**config.mk**
```make
export PLATFORM = sky130hd
export DESIGN_NAME = reorder_buffer_top
export DESIGN_NICKNAME = d
export VERILOG_FILES = /design/src/rb_pkg.sv /design/src/reorder_buffer_top.sv /design/src/rb_store.sv /design/src/rb_ctrl.sv
export SDC_FILE = /design/constraint.sdc
export NUM_CORES = 2
export LEC_CHECK = 0
export BUFFER_PORTS_ARGS = -buffer_cell sky130_fd_sc_hd__buf_2
export CAP_MARGIN = 20
export CORE_MARGIN = 8
export CORE_UTILIZATION = 55
export CTS_CLUSTER_DIAMETER = 40
export DETAILED_ROUTE_END_ITERATION = 7
export PLACE_DENSITY = 0.74
export SLEW_MARGIN = 30
export SYNTH_ARGS = -nofsm -noshare
export SYNTH_HDL_FRONTEND = slang
export SYNTH_SLANG_ARGS = --single-unit
```
**constraint.sdc**
```tcl
create_clock -name i_clk -period 6.4 [get_ports i_clk]
set_clock_uncertainty 0.2 [all_clocks]
set_input_delay 0.64 -clock i_clk [delete_from_list [all_inputs] [get_ports i_clk]]
set_output_delay 0.64 -clock i_clk [all_outputs]
set_load 0.02 [all_outputs]
```
**src/rb_pkg.sv**
```systemverilog
// Shared types and constants for the reorder buffer.
// Used by rb_store, rb_ctrl and reorder_buffer_top; no dependencies.
package rb_pkg;

    localparam int REQ_W      = 3;
    localparam int KIND_W     = 3;
    localparam int PC_W       = 17;
    localparam int REG_W      = 6;
    localparam int PAT_W      = 8;
    localparam int TAG_W      = 6;
    localparam int VAL_W      = 32;
    localparam int IN_DATA_W  = 80;
    localparam int OUT_DATA_W = 80;

    typedef enum logic [REQ_W-1:0] {
        REQ_ALLOC     = 3'd0,
        REQ_COMPLETE  = 3'd1,
        REQ_READ      = 3'd2,
        REQ_RETIRE    = 3'd3,
        REQ_FLUSH     = 3'd4,
        REQ_SPEC_MARK = 3'd5
    } t_req;

    localparam logic [KIND_W-1:0] KIND_NONE  = 3'd0;
    localparam logic [KIND_W-1:0] KIND_STORE = 3'd3;
    localparam logic [KIND_W-1:0] KIND_END   = 3'd4;

    typedef struct packed {
        logic [KIND_W-1:0]       entry_kind;
        logic signed [PC_W-1:0]  instr_pc;
        logic signed [REG_W-1:0] dest_reg;
        logic                    pred_taken;
        logic [PAT_W-1:0]        hist_pattern;
        logic [TAG_W-1:0]        tag;
        logic signed [VAL_W-1:0] result_value;
        logic                    has_outcome;
        logic                    outcome_taken;
        logic                    spec_flag;
    } t_in;

    // write command from the sequencer to the slot store
    typedef struct packed {
        logic              alloc;
        logic              complete;
        logic              spec_wr;
        logic [KIND_W-1:0] kind;
        logic [PC_W-1:0]   pc;
        logic [REG_W-1:0]  dest;
        logic              pred;
        logic [PAT_W-1:0]  pattern;
        logic [VAL_W-1:0]  value;
        logic              has_outcome;
        logic              outcome;
        logic              spec;
    } t_wr;

    typedef struct packed {
        logic [KIND_W-1:0] kind;
        logic [PC_W-1:0]   pc;
        logic [REG_W-1:0]  dest;
        logic [VAL_W-1:0]  value;
        logic              pred;
        logic              taken;
        logic [PAT_W-1:0]  pattern;
        logic              spec;
    } t_slot;

    typedef struct packed {
        logic [TAG_W-1:0]        tag_out;
        logic signed [VAL_W-1:0] value_out;
        logic                    ready_res;
        logic [KIND_W-1:0]       kind_out;
        logic signed [PC_W-1:0]  pc_out;
        logic signed [REG_W-1:0] dest_out;
        logic                    pred_out;
        logic                    taken_out;
        logic [PAT_W-1:0]        pattern_out;
        logic                    spec_out;
        logic                    store_mark;
        logic                    last;
    } t_res;

endpackage

```
**src/reorder_buffer_top.sv**
```systemverilog
// Top level of the reorder buffer: stream ports, output register and the
// sequencer/storage pair. Depends on rb_pkg, rb_ctrl and rb_store.
//
// Usage:
//   Requests enter on the s_axis channel, the request code in tuser and the
//   operands in tdata. Results leave on m_axis; tlast marks the last result
//   of a request. Allocate and read give one result, retire gives one per
//   committed entry plus a final one that carries the new head tag and the
//   store flag; complete, flush and set speculative give none.
//   One request is in work at a time and s_axis_tready is low meanwhile.
//   A request with no result passes through S_EXEC before tready returns;
//   allocate and read then wait in S_ALLOC or S_READ until the output takes
//   their result. Retire walks S_RT_CHECK and S_RT_EMIT for each committed
//   entry, then S_RT_FIN, as the slot memories give one read per cycle:
//   each entry is read, then checked. Results pass through an output
//   register; if it is full and m_axis_tready is low the sequencer waits
//   with its result held. Reset (synchronous, active low) empties the buffer
//   and clears all done flags; slot fields keep whatever they held.
module reorder_buffer_top #(
    parameter int ROB_DEPTH    = 32,
    parameter int TAG_OFFSET   = 32,
    parameter int RETIRE_WIDTH = 4
) (
    input  logic                            i_clk,
    input  logic                            i_rst_n,
    input  logic                            s_axis_tvalid,
    output logic                            s_axis_tready,
    // entry_kind, instr_pc, dest_reg, pred_taken, hist_pattern, tag,
    // result_value, has_outcome, outcome_taken, spec_flag, zero pad
    input  logic [rb_pkg::IN_DATA_W-1:0]    s_axis_tdata,
    // req_type
    input  logic [rb_pkg::REQ_W-1:0]        s_axis_tuser,
    output logic                            m_axis_tvalid,
    input  logic                            m_axis_tready,
    // tag_out, value_out, ready_res, kind_out, pc_out, dest_out, pred_out,
    // taken_out, pattern_out, spec_out, store_mark, zero pad
    output logic [rb_pkg::OUT_DATA_W-1:0]   m_axis_tdata,
    output logic                            m_axis_tlast
);
    import rb_pkg::*;

    localparam int PW = $clog2(ROB_DEPTH);

    t_in           in_item;
    t_res          res;
    logic          res_valid;
    logic          res_ready;
    t_wr           wr;
    logic [PW-1:0] wr_addr;
    logic [PW-1:0] rd_addr;
    t_slot         rd_slot;
    logic          rd_done;

    logic                  r_m_valid;
    logic [OUT_DATA_W-1:0] r_m_data;
    logic                  r_m_last;

    assign in_item.entry_kind    = s_axis_tdata[2:0];
    assign in_item.instr_pc      = s_axis_tdata[19:3];
    assign in_item.dest_reg      = s_axis_tdata[25:20];
    assign in_item.pred_taken    = s_axis_tdata[26];
    assign in_item.hist_pattern  = s_axis_tdata[34:27];
    assign in_item.tag           = s_axis_tdata[40:35];
    assign in_item.result_value  = s_axis_tdata[72:41];
    assign in_item.has_outcome   = s_axis_tdata[73];
    assign in_item.outcome_taken = s_axis_tdata[74];
    assign in_item.spec_flag     = s_axis_tdata[75];

    rb_ctrl #(
        .ROB_DEPTH    (ROB_DEPTH),
        .TAG_OFFSET   (TAG_OFFSET),
        .RETIRE_WIDTH (RETIRE_WIDTH)
    ) u_ctrl (
        .i_clk       (i_clk),
        .i_rst_n     (i_rst_n),
        .i_in_valid  (s_axis_tvalid),
        .o_in_ready  (s_axis_tready),
        .i_req       (s_axis_tuser),
        .i_in        (in_item),
        .o_res_valid (res_valid),
        .i_res_ready (res_ready),
        .o_res       (res),
        .o_wr        (wr),
        .o_wr_addr   (wr_addr),
        .o_rd_addr   (rd_addr),
        .i_rd_slot   (rd_slot),
        .i_rd_done   (rd_done)
    );

    rb_store #(
        .ROB_DEPTH (ROB_DEPTH)
    ) u_store (
        .i_clk     (i_clk),
        .i_rst_n   (i_rst_n),
        .i_wr      (wr),
        .i_wr_addr (wr_addr),
        .i_rd_addr (rd_addr),
        .o_rd_slot (rd_slot),
        .o_rd_done (rd_done)
    );

    // output register takes a new item when empty or being drained
    assign res_ready = !r_m_valid || m_axis_tready;

    always_ff @(posedge i_clk) begin
        if (!i_rst_n) begin
            r_m_valid <= 1'b0;
        end else if (res_ready) begin
            r_m_valid <= res_valid;
        end
    end

    always_ff @(posedge i_clk) begin
        if (res_ready && res_valid) begin
            r_m_data <= {3'b000, res.store_mark, res.spec_out, res.pattern_out,
                         res.taken_out, res.pred_out, res.dest_out, res.pc_out,
                         res.kind_out, res.ready_res, res.value_out, res.tag_out};
            r_m_last <= res.last;
        end
    end

    assign m_axis_tvalid = r_m_valid;
    assign m_axis_tdata  = r_m_data;
    assign m_axis_tlast  = r_m_last;

endmodule

```
**src/rb_store.sv**
```systemverilog
// Slot storage of the reorder buffer: field memories with registered read
// and reset-cleared done flags. Depends on rb_pkg.
module rb_store #(
    parameter int ROB_DEPTH = 32
) (
    input  logic                          i_clk,
    input  logic                          i_rst_n,
    input  rb_pkg::t_wr                   i_wr,
    input  logic [$clog2(ROB_DEPTH)-1:0]  i_wr_addr,
    input  logic [$clog2(ROB_DEPTH)-1:0]  i_rd_addr,
    output rb_pkg::t_slot                 o_rd_slot,
    output logic                          o_rd_done
);
    import rb_pkg::*;

    localparam int INFO_W = KIND_W + PC_W + REG_W + 1 + PAT_W;

    logic [INFO_W-1:0] r_info_mem  [ROB_DEPTH];
    logic [VAL_W-1:0]  r_value_mem [ROB_DEPTH];
    logic              r_taken_mem [ROB_DEPTH];
    logic              r_spec_mem  [ROB_DEPTH];
    logic [ROB_DEPTH-1:0] r_done;

    logic [INFO_W-1:0] r_info_q;
    logic [VAL_W-1:0]  r_value_q;
    logic              r_taken_q;
    logic              r_spec_q;

    always_ff @(posedge i_clk) begin
        if (i_wr.alloc) begin
            r_info_mem[i_wr_addr] <= {i_wr.kind, i_wr.pc, i_wr.dest, i_wr.pred, i_wr.pattern};
        end
        r_info_q <= r_info_mem[i_rd_addr];
    end

    always_ff @(posedge i_clk) begin
        if (i_wr.alloc) begin
            r_value_mem[i_wr_addr] <= '0;
        end else if (i_wr.complete) begin
            r_value_mem[i_wr_addr] <= i_wr.value;
        end
        r_value_q <= r_value_mem[i_rd_addr];
    end

    always_ff @(posedge i_clk) begin
        if (i_wr.alloc) begin
            r_taken_mem[i_wr_addr] <= 1'b0;
        end else if (i_wr.complete && i_wr.has_outcome) begin
            r_taken_mem[i_wr_addr] <= i_wr.outcome;
        end
        r_taken_q <= r_taken_mem[i_rd_addr];
    end

    always_ff @(posedge i_clk) begin
        if (i_wr.alloc) begin
            r_spec_mem[i_wr_addr] <= 1'b0;
        end else if (i_wr.spec_wr) begin
            r_spec_mem[i_wr_addr] <= i_wr.spec;
        end
        r_spec_q <= r_spec_mem[i_rd_addr];
    end

    // an END entry is born done
    always_ff @(posedge i_clk) begin
        if (!i_rst_n) begin
            r_done <= '0;
        end else if (i_wr.alloc) begin
            r_done[i_wr_addr] <= (i_wr.kind == KIND_END);
        end else if (i_wr.complete) begin
            r_done[i_wr_addr] <= 1'b1;
        end
    end

    assign o_rd_done = r_done[i_rd_addr];

    always_comb begin
        {o_rd_slot.kind, o_rd_slot.pc, o_rd_slot.dest, o_rd_slot.pred, o_rd_slot.pattern}
            = r_info_q;
        o_rd_slot.value = r_value_q;
        o_rd_slot.taken = r_taken_q;
        o_rd_slot.spec  = r_spec_q;
    end

endmodule

```
**src/rb_ctrl.sv**
```systemverilog
// Request sequencer of the reorder buffer: pointers, occupancy, retire walk
// and result formation. Depends on rb_pkg; drives rb_store.
module rb_ctrl #(
    parameter int ROB_DEPTH    = 32,
    parameter int TAG_OFFSET   = 32,
    parameter int RETIRE_WIDTH = 4
) (
    input  logic                          i_clk,
    input  logic                          i_rst_n,
    input  logic                          i_in_valid,
    output logic                          o_in_ready,
    input  logic [rb_pkg::REQ_W-1:0]      i_req,
    input  rb_pkg::t_in                   i_in,
    output logic                          o_res_valid,
    input  logic                          i_res_ready,
    output rb_pkg::t_res                  o_res,
    output rb_pkg::t_wr                   o_wr,
    output logic [$clog2(ROB_DEPTH)-1:0]  o_wr_addr,
    output logic [$clog2(ROB_DEPTH)-1:0]  o_rd_addr,
    input  rb_pkg::t_slot                 i_rd_slot,
    input  logic                          i_rd_done
);
    import rb_pkg::*;

    localparam int PW = $clog2(ROB_DEPTH);
    localparam int CW = $clog2(RETIRE_WIDTH + 1);
    localparam int XW = 10;

    typedef enum logic [6:0] {
        S_IDLE     = 7'b0000001,
        S_EXEC     = 7'b0000010,
        S_ALLOC    = 7'b0000100,
        S_READ     = 7'b0001000,
        S_RT_CHECK = 7'b0010000,
        S_RT_EMIT  = 7'b0100000,
        S_RT_FIN   = 7'b1000000
    } t_state;

    t_state        r_state, n_state;
    t_req          r_req, n_req;
    t_in           r_in, n_in;
    t_res          r_ares, n_ares;
    logic [PW-1:0] r_ip, n_ip;
    logic [PW-1:0] r_rp, n_rp;
    logic [PW-1:0] r_occ, n_occ;
    logic [CW-1:0] r_cnt, n_cnt;

    logic [XW-1:0] tag_rel;
    logic          tag_ok;
    logic [PW-1:0] tag_idx;
    logic [PW:0]   ptr_dist;

    function automatic logic [TAG_W-1:0] slot_tag(input logic [PW-1:0] idx);
        logic [XW-1:0] s;
        s = XW'(idx) + XW'(TAG_OFFSET);
        return s[TAG_W-1:0];
    endfunction

    function automatic logic [PW-1:0] ptr_inc(input logic [PW-1:0] p);
        return (p == PW'(ROB_DEPTH - 1)) ? '0 : p + 1'b1;
    endfunction

    assign tag_rel = XW'(r_in.tag) - XW'(TAG_OFFSET);
    assign tag_ok  = (XW'(r_in.tag) >= XW'(TAG_OFFSET)) && (tag_rel < XW'(ROB_DEPTH));
    assign tag_idx = tag_rel[PW-1:0];

    assign o_wr_addr = (r_req == REQ_ALLOC) ? r_ip : tag_idx;
    // held for the whole item so the registered read data stays put
    assign o_rd_addr = (r_req == REQ_READ) ? tag_idx : r_rp;

    always_comb begin
        n_state = r_state;
        n_req   = r_req;
        n_in    = r_in;
        n_ares  = r_ares;
        n_ip    = r_ip;
        n_rp    = r_rp;
        n_occ   = r_occ;
        n_cnt   = r_cnt;
        o_in_ready  = 1'b0;
        o_res_valid = 1'b0;
        o_res       = '0;

        o_wr.alloc       = 1'b0;
        o_wr.complete    = 1'b0;
        o_wr.spec_wr     = 1'b0;
        o_wr.kind        = (r_in.entry_kind > KIND_END) ? KIND_NONE : r_in.entry_kind;
        o_wr.pc          = r_in.instr_pc;
        o_wr.dest        = r_in.dest_reg;
        o_wr.pred        = r_in.pred_taken;
        o_wr.pattern     = r_in.hist_pattern;
        o_wr.value       = r_in.result_value;
        o_wr.has_outcome = r_in.has_outcome;
        o_wr.outcome     = r_in.outcome_taken;
        o_wr.spec        = r_in.spec_flag;

        unique case (r_state)
            S_IDLE: begin
                o_in_ready = 1'b1;
                if (i_in_valid) begin
                    n_req   = t_req'(i_req);
                    n_in    = i_in;
                    n_state = S_EXEC;
                end
            end
            S_EXEC: begin
                n_state = S_IDLE;
                unique case (r_req)
                    REQ_ALLOC: begin
                        n_ares      = '0;
                        n_ares.last = 1'b1;
                        // one slot is always kept free
                        if (r_occ < PW'(ROB_DEPTH - 1)) begin
                            o_wr.alloc       = 1'b1;
                            n_ip             = ptr_inc(r_ip);
                            n_occ            = r_occ + 1'b1;
                            n_ares.tag_out   = slot_tag(r_ip);
                            n_ares.ready_res = 1'b1;
                            n_ares.value_out = VAL_W'(ROB_DEPTH - 2) - VAL_W'(r_occ);
                        end else begin
                            n_ares.value_out = VAL_W'(ROB_DEPTH - 1) - VAL_W'(r_occ);
                        end
                        n_state = S_ALLOC;
                    end
                    REQ_COMPLETE: o_wr.complete = tag_ok;
                    REQ_READ:     n_state = S_READ;
                    REQ_RETIRE: begin
                        n_cnt   = '0;
                        n_state = S_RT_CHECK;
                    end
                    REQ_FLUSH: begin
                        n_ip  = r_rp;
                        n_occ = '0;
                    end
                    REQ_SPEC_MARK: o_wr.spec_wr = tag_ok;
                    default: n_state = S_IDLE;
                endcase
            end
            S_ALLOC: begin
                o_res_valid = 1'b1;
                o_res       = r_ares;
                if (i_res_ready) begin
                    n_state = S_IDLE;
                end
            end
            S_READ: begin
                o_res_valid     = 1'b1;
                o_res.tag_out   = r_in.tag;
                o_res.ready_res = tag_ok && i_rd_done;
                o_res.value_out = (tag_ok && i_rd_done) ? i_rd_slot.value
                                                        : VAL_W'(r_in.tag);
                o_res.last      = 1'b1;
                if (i_res_ready) begin
                    n_state = S_IDLE;
                end
            end
            S_RT_CHECK: begin
                if (i_rd_done && (r_rp != r_ip) && (r_cnt < CW'(RETIRE_WIDTH))) begin
                    n_state = S_RT_EMIT;
                end else begin
                    n_state = S_RT_FIN;
                end
            end
            S_RT_EMIT: begin
                o_res_valid       = 1'b1;
                o_res.tag_out     = slot_tag(r_rp);
                o_res.value_out   = i_rd_slot.value;
                o_res.ready_res   = 1'b1;
                o_res.kind_out    = i_rd_slot.kind;
                o_res.pc_out      = i_rd_slot.pc;
                o_res.dest_out    = i_rd_slot.dest;
                o_res.pred_out    = i_rd_slot.pred;
                o_res.taken_out   = i_rd_slot.taken;
                o_res.pattern_out = i_rd_slot.pattern;
                o_res.spec_out    = i_rd_slot.spec;
                if (i_res_ready) begin
                    n_rp    = ptr_inc(r_rp);
                    n_occ   = (r_occ != '0) ? r_occ - 1'b1 : r_occ;
                    n_cnt   = r_cnt + 1'b1;
                    n_state = S_RT_CHECK;
                end
            end
            S_RT_FIN: begin
                o_res_valid      = 1'b1;
                o_res.tag_out    = slot_tag(r_rp);
                o_res.store_mark = (r_rp != r_ip) && (i_rd_slot.kind == KIND_STORE);
                o_res.last       = 1'b1;
                if (i_res_ready) begin
                    n_state = S_IDLE;
                end
            end
            default: n_state = S_IDLE;
        endcase
    end

    always_ff @(posedge i_clk) begin
        if (!i_rst_n) begin
            r_state <= S_IDLE;
            r_req   <= REQ_ALLOC;
            r_ip    <= '0;
            r_rp    <= '0;
            r_occ   <= '0;
            r_cnt   <= '0;
        end else begin
            r_state <= n_state;
            r_req   <= n_req;
            r_ip    <= n_ip;
            r_rp    <= n_rp;
            r_occ   <= n_occ;
            r_cnt   <= n_cnt;
        end
    end

    always_ff @(posedge i_clk) begin
        r_in   <= n_in;
        r_ares <= n_ares;
    end

    assign ptr_dist = (r_ip >= r_rp) ? {1'b0, r_ip} - {1'b0, r_rp}
                                     : {1'b0, r_ip} + (PW+1)'(ROB_DEPTH) - {1'b0, r_rp};

    a_occ_matches_ptrs: assert property (@(posedge i_clk) disable iff (!i_rst_n)
        ptr_dist == (PW+1)'(r_occ))
        else $error("occupancy out of step with pointers");

    a_commit_done: assert property (@(posedge i_clk) disable iff (!i_rst_n)
        (r_state == S_RT_EMIT) |-> (i_rd_done && (r_rp != r_ip)))
        else $error("committing an entry that is not done");

    a_retire_bound: assert property (@(posedge i_clk) disable iff (!i_rst_n)
        (r_state == S_RT_EMIT) |-> (r_cnt < CW'(RETIRE_WIDTH)))
        else $error("retire walked past its width");

    a_final_ends_item: assert property (@(posedge i_clk) disable iff (!i_rst_n)
        (o_res_valid && i_res_ready && o_res.last) |=> (r_state == S_IDLE))
        else $error("sequencer busy after last result");

endmodule
```
==> metrics <==
status=finished clean; Post-CTS Resized=0; Syn Inst Count=4,967; Final TNS setup=0 ns; Final min period=4.77 ns; GRT Total Usage=0.251; r2r endpoint=u_store.r_value_q[1]$_DFF_P_; max_slew headroom=0.188; Min-Delay Endpoint=u_ctrl.o_wr[50]$_DFFE_PP_; via count=50,900; worst slack, placed=1.73 ns; Worst-Margin Slew=1.22 ns; Netlist Area Pre-Place=96,400 µm²; EDFF count, synth=2,375; Std-Cell Rows=approximately 150; die area=~190,000 µm²; Synth Flop Type=edfxtp_1; leakage power=35.1 nW; clk sinks=2,505; syn_area_per_cell=19.4 µm²; flop2flop setup slack=1.63 ns; Max Slew Vio Count=0; Clock Pin Slew Worst Setup and Hold Paths=about 0.060 ns; htree depth=5; clk_lat worst skew=0.93 ns; critical path fanouts, max=117; layout cells sized above 1=0.263; DRT antenna net count=0; Final Hold Fails=0; critical path capture point type=flop; final worst-path cycle share=0.745; global-route wire length before repair=345,000 µm; TritonCTS clock tree=built; IO buf count=162; Startpoint Class=flop; Via density=6.41; Final Setup Violations=0; Max Cap Violations=0; RSZ-0062 raised after global routing=no; Post-Route WL=239,000 µm; Initial Util=0.554; Hold Path Class=in2reg; Setup Fix Bufs, Post-CTS=0; DRC Markers=0; # fillers=11,000; largest net degree at the start of global routing=around 160; io pins=170; Worst EP arrival=~5.4 ns; worst r2r path cells=9; yosys warns=0; gr ovfl total=0; WHS Path Cells=2; most area-hungry cell type in the Yosys netlist=edfxtp_1; Synth top area share=0.740; WL per Instance=30.1 µm; count leader, synth=edfxtp_1; worst r2r src=u_ctrl.r_req[1]$_SDFFE_PN0P_; Num CTS Buffers=between 300 and 400; WS Path Type=reg2reg; post-route setup slack=roughly 1.6 ns; worst endpoint required time=7.04 ns; Core Util, Final=0.643; drt first-iter violations=around 7,100; Synth top cells by count=2,375 x edfxtp_1, 636 x nand2_1, 557 x mux4_2; register area share after synthesis=0.767; synthesis-to-layout area growth=16.0%; first drt pass iteration count=7; min-delay src=s_axis_tdata[3]; Die Wd=about 430 µm; cts hold-fix bufs=86; Synth area leaders=edfxtp_1 74%, mux4_2 13%, dfxtp_1 2.7%; nets=5,485; ys async rst share=0; CORE AREA=roughly 170,000 µm²; Clock Tree Buf Depth=4; vias in the first global route=51,200; CTS Root Cell=clkbuf_16; maximum clock frequency=around 210 MHz; VDD IR max=0.289 mV; post-synth cell types=69; #FFs+latches synth=2,505; Final GP Congestion=0.804; cell area power density=roughly 320 nW/µm²; Chip Height=435 µm; antenna violations before repair=10; Detail Placement HPWL=124,000 µm
where the power goes:
group / internal [W] / leakage [nW] / switching, W
combinational: 0.000435 / 10.1 / 0.000696
clock: 0.00979 / 4.63 / 0.00670
sequential: 0.0180 / 20.4 / 0.000199
registers in the layout (all words and copies together), names as in the netlist, 35 cells and up:
signal               cells
u_store.r_value_mem   1024
u_store.r_info_q        35
u_ctrl.o_wr             67
u_store.r_info_mem    1120
m_axis_tdata            77
routing by layer:
layer,global-route usage,wire length (µm),vias to the layer above
met3,0.0704,27200,517
met2,0.391,113000,3227
met1,0.342,89800,26300
met4,0.0923,8480,4
li1,-,-,20800
met5,0,27,-
critical path: stages, from the launching register on:
cell and delay, ns:
dfxtp_1 0.66, nor3b_4 0.74, buf_4 0.33, mux2i_4 0.41
buf_12 0.54, mux4_2 0.36, nand2_1 0.06, and3_1 0.23
a311oi_1 0.70, a31o_1 0.28
per-stage QoR:
stage	hold slack, ns	cells	power [W]	instance area [µm²]
after CTS	0.169	7924	0.0359	112000
after floorplan	0.228	4969	0.0192	96400
after detailed placement	0.260	7311	0.0196	101000
after global routing	0.206	7935	0.0367	112000
after global placement	0.245	7284	0.0196	100000
final	0.221	7939	0.0358	112000
area by class of cell:
| cell class | instances | area, µm² | area share |
|---|---|---|---|
| Sequential cell | 2505 | 73900 | 0.661 |
| Multi-Input combinational cell | 2140 | 21500 | 0.192 |
| Clock buffer | 368 | 8060 | 0.0720 |
| Timing Repair Buffer | 421 | 3800 | 0.0340 |
| Tap cell | 2325 | 2910 | 0.0260 |
| Clock inverter | 159 | 1580 | 0.0141 |
| Inverter | 17 | 66.3 | 0.000593 |
| Antenna cell | 4 | 10.0 | 0.0000895 |
logic make-up (layout without fill, tap and decap cells):
logic type                 after synthesis  after routing  synth area share
muxes                                  582            582             0.133
buffers and inverters                  324            965            0.0168
and+or+nand+nor                       1200           1200            0.0552
other                                    1              7         0.0000389
adders and majority gates                9              9           0.00117
xor gates and xnor gates                12             12           0.00109
DFF                                   2505           2505             0.767
AOI/OAI and AO/OA                      334            334            0.0255
how the worst max path moves through the flow:
stage	start	slack, ns	cells past startpoint	endpoint
6_report	u_ctrl.r_req[1]$_SDFFE_PN0P_	1.63	9	u_store.r_value_q[1]$_DFF_P_
3_3_place_gp	u_ctrl.r_req[1]$_SDFFE_PN0P_	1.71	10	u_store.r_value_q[17]$_DFF_P_
5_1_grt	u_ctrl.r_req[1]$_SDFFE_PN0P_	1.46	10	u_store.r_info_q[9]$_DFF_P_
4_1_cts	u_ctrl.r_req[1]$_SDFFE_PN0P_	1.67	10	u_store.r_value_q[24]$_DFF_P_
3_5_place_dp	u_ctrl.r_req[1]$_SDFFE_PN0P_	1.73	10	u_store.r_value_q[17]$_DFF_P_
2_1_floorplan	u_ctrl.r_state[6]$_SDFFE_PN0P_	0.91	5	m_axis_tdata[0]$_SDFFCE_PN0P_
cell usage in the layout (no fill, tap or decap), types with 69 or more instances in the layout:
master	netlist	final
mux4_2	557	557
dfxtp_1	130	130
clkbuf_16	0	310
nand3_1	178	178
a311oi_1	71	70
dlygate4sd3_1	0	86
nand2_1	636	634
a31o_1	69	69
and3_1	74	74
buf_4	48	118
nor2_1	169	103
buf_2	91	162
edfxtp_1	2375	2375
No activity file was read; power rests on OpenSTA's default activity.
